File: config.mk
export PLATFORM = sky130hd
export DESIGN_NAME = moc_ctrl
export DESIGN_NICKNAME = d
export VERILOG_FILES = /design/src/design/moc_pkg.sv /design/src/design/moc_ctrl.sv
export SDC_FILE = /design/constraint.sdc
export NUM_CORES = 1
export LEC_CHECK = 0
export BUFFER_PORTS_ARGS = -buffer_cell sky130_fd_sc_hd__buf_4
export CORE_AREA = 2 2 39 41
export DETAILED_ROUTE_END_ITERATION = 8
export DIE_AREA = 0 0 41 43
export GPL_TIMING_DRIVEN = 0
export PLACE_DENSITY_LB_ADDON = 0.2
export RECOVER_POWER = 100
export SYNTH_ARGS = -nofsm -noshare
export SYNTH_HDL_FRONTEND = slang
export SYNTH_SLANG_ARGS = --single-unit
File: constraint.sdc
create_clock -name clk_i -period 1.8 [get_ports clk_i]
set_clock_uncertainty 0.15 [all_clocks]
set_input_delay 0.45 -clock clk_i [delete_from_list [all_inputs] [get_ports clk_i]]
set_output_delay 0.45 -clock clk_i [all_outputs]
set_load 0.05 [all_outputs]
File: src/design/moc_pkg.sv
`timescale 1ns / 1ps
`default_nettype none

package moc_pkg;

  localparam int unsigned PANEL_WIDTH  = 128;
  localparam int unsigned PANEL_HEIGHT = 64;
  localparam int unsigned PAGE_COUNT   = (PANEL_HEIGHT + 7) / 8;
  localparam int unsigned MEM_SIZE     = PANEL_WIDTH * PAGE_COUNT;
  localparam int unsigned ADDR_W       = $clog2(MEM_SIZE);

  localparam int unsigned BYTE_W       = 8;
  localparam int unsigned COL_W        = 7;
  localparam int unsigned ROW_W        = 6;
  localparam int unsigned OP_W         = 2;

  localparam logic [BYTE_W-1:0] CONTRAST_RESET = 8'd127;

  typedef enum logic [OP_W-1:0] {
    OP_CMD  = 2'd0,
    OP_DATA = 2'd1,
    OP_READ = 2'd2,
    OP_NONE = 2'd3
  } opcode_e;

  localparam logic [BYTE_W-1:0] CMD_SET_CONTRAST = 8'h81;
  localparam logic [BYTE_W-1:0] CMD_ALL_ON_OFF   = 8'hA4;
  localparam logic [BYTE_W-1:0] CMD_ALL_ON_ON    = 8'hA5;
  localparam logic [BYTE_W-1:0] CMD_NORMAL       = 8'hA6;
  localparam logic [BYTE_W-1:0] CMD_INVERSE      = 8'hA7;
  localparam logic [BYTE_W-1:0] CMD_DISPLAY_OFF  = 8'hAE;
  localparam logic [BYTE_W-1:0] CMD_DISPLAY_ON   = 8'hAF;

  localparam int unsigned DIM_NUM = 48;

  typedef struct packed {
    logic accept;
    logic load_out;
    logic clear_wr;
  } moc_cmd_t;

  typedef struct packed {
    logic clear_last;
    logic out_hold;
  } moc_sts_t;

endpackage

`default_nettype wire

File: src/design/moc_ctrl.sv
`timescale 1ns / 1ps
`default_nettype none

module moc_ctrl (
  input  wire logic                 clk_i,
  input  wire logic                 rst_ni,
  input  wire logic                 in_valid_i,
  input  wire logic [1:0]           opcode_i,
  output logic                      in_stall_o,
  input  wire moc_pkg::moc_sts_t    sts_i,
  output moc_pkg::moc_cmd_t         cmd_o
);

  import moc_pkg::*;

  typedef enum logic [2:0] {
    ST_CLEAR = 3'b001,
    ST_IDLE  = 3'b010,
    ST_READ  = 3'b100
  } state_e;

  state_e state_q, state_d;
  logic   accept;

  assign in_stall_o = (state_q != ST_IDLE);
  assign accept     = in_valid_i && !in_stall_o;

  always_comb begin
    state_d        = state_q;
    cmd_o.accept   = accept;
    cmd_o.load_out = 1'b0;
    cmd_o.clear_wr = 1'b0;
    unique case (state_q)
      ST_CLEAR: begin
        cmd_o.clear_wr = 1'b1;
        if (sts_i.clear_last) begin
          state_d = ST_IDLE;
        end
      end
      ST_IDLE: begin
        if (accept && (opcode_e'(opcode_i) == OP_READ)) begin
          state_d = ST_READ;
        end
      end
      ST_READ: begin
        if (!sts_i.out_hold) begin
          cmd_o.load_out = 1'b1;
          state_d        = ST_IDLE;
        end
      end
      default: begin
        state_d = ST_CLEAR;
      end
    endcase
  end

  always_ff @(posedge clk_i or negedge rst_ni) begin
    if (!rst_ni) begin
      state_q <= ST_CLEAR;
    end else begin
      state_q <= state_d;
    end
  end

endmodule

`default_nettype wire

---- Word-level counts from Yosys, hierarchy flattened ----
Cells that the tools add are included.
word-level totals
  bits in registers ....................... 3
  bits in latches ......................... 0
  bits in writable memories ............... 0
  bits in read-only memories .............. 0
  input port bits ......................... 7
  output and inout port bits .............. 4
  word-level logic and storage cells ...... 20
  memories ................................ 0
operators by class
  add/sub/neg operators ................... 0
  $mul .................................... 0
  div/mod/pow operators ................... 0
  magnitude comparators ................... 0
  equality and inequality tests ........... 8
  shifts and indexed selects .............. 0
  mux-type cells .......................... 7
  bitwise operators ....................... 0
  reductions and logical operators ........ 4
operators with widths
  cell                                            count
  two-way mux 3 bit                               3
  case mux 3 bit (3 select lines)                 1
  != test 2 bit (second input constant)           3
  == test 3 x 1 -> 1 bit (second input constant)  1
  == test 3 x 2 -> 1 bit (second input constant)  1
  == test 3 bit (second input constant)           1
  two-way mux 1 bit                               3
  != test 3 x 2 -> 1 bit (second input constant)  1
  AND reduction 3 bit                             1
  == test 2 bit (second input constant)           1
  logical AND 1 bit                               2
  zero test 1 bit                                 1

---- Logic depth before layout (Yosys ltp) ----
  depth in word-level cells ............... 6
  mapped depth ............................ 3
  depth with buffers taken out ............ 3

---- Worst setup path after synthesis ----
No wires, ideal clock.
  path type ............................... register to output
  start ................................... reg state_q[0]
  end ..................................... out cmd_o[0] in the netlist's numbering
  data arrival time ....................... 1.692 ns
  data required time ...................... 1.200 ns
  setup slack ............................. -0.492 ns
  cell stages (with the launch flop) ...... 3
  path buffers ............................ 0
  cells stage by stage .................... dfstp_2 > inv_1 > nor3_1
RTL lines
  element                   RTL line        source
  start: declaration        moc_ctrl.sv:22  state_e state_q, state_d;
  start signal: assignment  moc_ctrl.sv:61  state_q <= state_d;
  end: declaration          moc_ctrl.sv:11  output moc_pkg::moc_cmd_t cmd_o

---- Worst setup path after layout ----
  start ................................... reg state_q[0]
  end ..................................... out in_stall_o
on the way
  word-level cells in the longest chain between the ends .. 1
RTL lines
  element                 RTL line        source
  != test 3 x 2 -> 1 bit  moc_ctrl.sv:25  assign in_stall_o = (state_q != ST_IDLE);
  end: declaration        moc_ctrl.sv:9   output logic in_stall_o,
No other way between the ends.

==> out/qor.tcl <==
set qor(ant_nets) 0
set qor(timing.slew.headroom_pct) 76.46
set qor(yosys.cell_count.top_type) {sky130_fd_sc_hd__dfrtp_1}
set qor(largest_reg_flops) 3
set qor(cp.buffers_inverters) 3
set qor(asr_flop_ratio_synth_pct) 100.0
set qor(largest_register) {state_q}
set qor(top_regs) {state_q: 3 flops}
set qor(cp-end-kind) {output pin}
set qor(worst_hold_path.endpoint) {state_q[2]}
set qor(first_global_vias) 250
set qor(fp.dieH_um) 43
set qor(area_share_of_the_leading_cell_type_in_the_synthesized_netlist_pct) 26.85
set qor(mappedNetlistArea_um2) 186.4
set qor(path_class) {reg -> out}
set qor(timing_max_transition_violations_final) 0
set qor(antenna_found_initial) 0
set qor(use_met2_pct) 12.50
set qor(slowest_stage) {sky130_fd_sc_hd__dfstp_2}
set qor(place.gp.congestion) 0.6383
set qor(h_tree_depth) 1
set qor(core-area_mm2) 0.001384
set qor(grt_max_degree) 5
set qor(multi_input_comb_area_um2) 117.6
set qor(hold_start) {opcode_i[0]}
set qor(dpl.hpwl_um) 332.8
set qor(synth_fp_nets) 24
set qor(global_route.usage.total_pct) 9.347
set qor(highest_attainable_clock_frequency_mhz) 558.2
set qor(slowest_delay_ns) 0.57
set qor(grt_overflow_total) 0
set qor(ctsLongestPathBuffers) 2
set qor(met1_usage_pct) 9.355
set qor(worstReg2RegEnd) {state_q[1]}
set qor(initial_core_util_pct) 13.47
set qor(worst_r2r_path_depth) 3
set qor(ys.flop_type) {sky130_fd_sc_hd__dfrtp_1}
set qor(worst-slew-pin-transition_ns) 0.3483
set qor(final-instance-count-excl-fill) 53
set qor(ys_ff_latch) 3
set qor(preCtsSetupSlack_ns) -0.001914
set qor(synth-edff-count) 0
set qor(post_synth_xor_area_fraction_pct) 4.698
set qor(syn_avg_cell_area_um2) 10.97
set qor(post_synth_and_or_nand_nor_area_fraction_pct) 36.24
set qor(seq_area_um2) 78.83
set qor(cts.root.buffer_cell) {sky130_fd_sc_hd__clkbuf_4}
set qor(clock_tree_from_tritoncts) {yes}
set qor(synthDistinctLibCells) 16
set qor(drt-vias-per-instance) 3.755
set qor(cts.sinks) 3
set qor(holdCritPathClass) {in -> reg}
set qor(cpLargestDelayFamily) {flip-flops}
set qor(io_pins) 11
set qor(cellPowerDensity_mw_per_mm2) 1406
set qor(groute.layer.met3.usage_pct) 3.141
set qor(synth_area_leaders) {sky130_fd_sc_hd__dfrtp_1 (27%), sky130_fd_sc_hd__dfstp_2 (14%), sky130_fd_sc_hd__nor4b_2 (8.1%)}
set qor(synth_top_family_by_area) {simple AND/OR/NAND/NOR gates}
set qor(worst_skew_pair.late_latency_ns) 0.23
set qor(grt_setup_unrepaired) {yes}
set qor(setup_failing_eps_final) 0
set qor(detail_route.wl_per_cell_um) 10.00
set qor(reg2reg_setup_slack_ns) 0.45
set qor(synth_fa_ha_area_share_pct) 0
set qor(numCtsBuffers) 3
set qor(nNetsFinal) 45
set qor(cp.arrival_ns) 1.19
set qor(drt_pre_antenna_iters) 1
set qor(crit_path_max_fanout) 3
set qor(placementRows) 14
set qor(synth.largest_area_cell) {sky130_fd_sc_hd__dfrtp_1}
set qor(post_place_cells) 43
set qor(drtIter0Drc) 0
set qor(crit_chain) {nor3b_4 -> buf_4 -> inv_2 -> buf_6}
set qor(number_of_vias_in_the_routed_layout) 199
set qor(clk_pin_slew_worst_setup_hold_paths_ns) 0.03
set qor(synth_seq_area_share_pct) 40.94
set qor(fin_crit_sh_pct) 99.52
set qor(fin_ws_ns) 0.008628
set qor(antenna_cells_inserted) 0
set qor(data_required_time_of_the_worst_path_ns) 1.20
set qor(drive_gt1_share_pct) 70.27
set qor(fillers) 166
set qor(critPathLaunchType) {flop}
set qor(power.static_leakage_nw) 0.1843
set qor(detail_route.drc_violations) 0
set qor(port_buffers) 10
set qor(synth_compound_area_share_pct) 10.07
set qor(min_path_cells) 3
set qor(postRouteWirelength_um) 530
set qor(busiest_layer) {met2}
set qor(vdd_drop_max_v) 0.0003595
set qor(run_status) {complete, no violations}
set qor(die_width_um) 41
set qor(fin_crit_ns) 1.791
set qor(final_hold_viol_count) 0
set qor(synthesis.yosys.warnings) 0
set qor(synth_mux_area_share_pct) 0
set qor(drv.max_cap_violation_count) 0
set qor(syn-instance-count) 17
set qor(growth_of_design_area_from_synthesis_to_finish_pct) 114.1
set qor(design.die.area_mm2) 0.001763
set qor(regToRegStartpoint) {state_q[0]}
set qor(grt_pass1_wl_um) 979
[area by class of cell]
class,instances,share of cell area (%)
repair buffers,17,37.30
clock buffers,4,6.583
flip-flops and latches,3,19.75
inverters,2,1.881
multi-input cells,11,29.47
well taps,16,5.016
[metal layers]
| metal | part of all wire (%) | wire, um |
|---|---|---|
| met5 | 0 | 0 |
| met4 | 0 | 0 |
| met3 | 5.1 | 27 |
| met2 | 60 | 316 |
| met1 | 35 | 187 |
[how the worst max path moves through the flow]
stage | from | to | slack, ns | cells after the start
final | state_q[0] | in_stall_o | 0.009 | 4
after global routing | state_q[2] | cmd_o[1] | -0.05 | 3
after CTS | state_q[2] | in_stall_o | -0.01 | 4
after detailed placement | state_q[1] | cmd_o[2] | -0.002 | 4
after global placement | state_q[1] | cmd_o[2] | 0.007 | 4
after floorplan | state_q[0] | cmd_o[0] | -0.10 | 2
[tightest hold or removal path, delay by kind of cell]
kind	cells	cell delay, ns
simple gates	1	0.13
buf+inv	1	0.07
compound gates	1	0.07
[through the flow]
step | power (mW) | instance area, um^2 | hold slack [ns] | util [%] | TNS, ns
after detailed placement | 0.3602 | 295.3 | 0.08918 | 21.34 | -0.001914
after floorplan | 0.2979 | 200.2 | 0.004409 | - | -0.1018
after global placement | 0.3604 | 295.3 | 0.08777 | 21.34 | 0
final | 0.5611 | 399.1 | 0.3874 | 28.84 | 0
after global routing | 0.5972 | 399.1 | 0.3923 | 28.84 | -0.1580
after CTS | 0.5693 | 402.9 | 0.3694 | 29.11 | -0.01987
[where the power goes]
part | total (mW) | internal [mW] | leakage (nW) | switching (mW)
combinational | 0.313 | 0.153 | 0.135 | 0.160
clock | 0.117 | 0.0830 | 0.0150 | 0.0343
sequential | 0.130 | 0.0989 | 0.0342 | 0.0316
[cells in the final DEF (no fill, tap or decap), drive strengths merged]
| cell | count |
|---|---|
| nor3b | 1 |
| o21ai | 1 |
| a21oi | 1 |
| xor2 | 1 |
| dlygate4sd3 | 1 |
| buf | 15 |
| and2 | 1 |
| a211o | 1 |
| nor4bb | 1 |
| nor3 | 1 |
| clkbuf | 5 |
| dfstp | 1 |
| nor4b | 1 |
| inv | 2 |
| nand3b | 1 |
| nand4bb | 1 |
| dfrtp | 2 |
[cells by family after synthesis]
group	after synthesis
and+or+nand+nor	7
AOI/OAI and AO/OA	3
DFF	3
buffers and inverters	3
xor gates and xnor gates	1
[timing repair]
item                                   in CTS  in global routing
resized for setup                          10                  0
pin swaps                                   4                  1
hold buffers                                1                  0
setup endpoints to repair                   4                  4
endpoints found under the hold margin       2                  0
setup buffers                               6                  0
No activity file was read; power rests on OpenSTA's default activity.
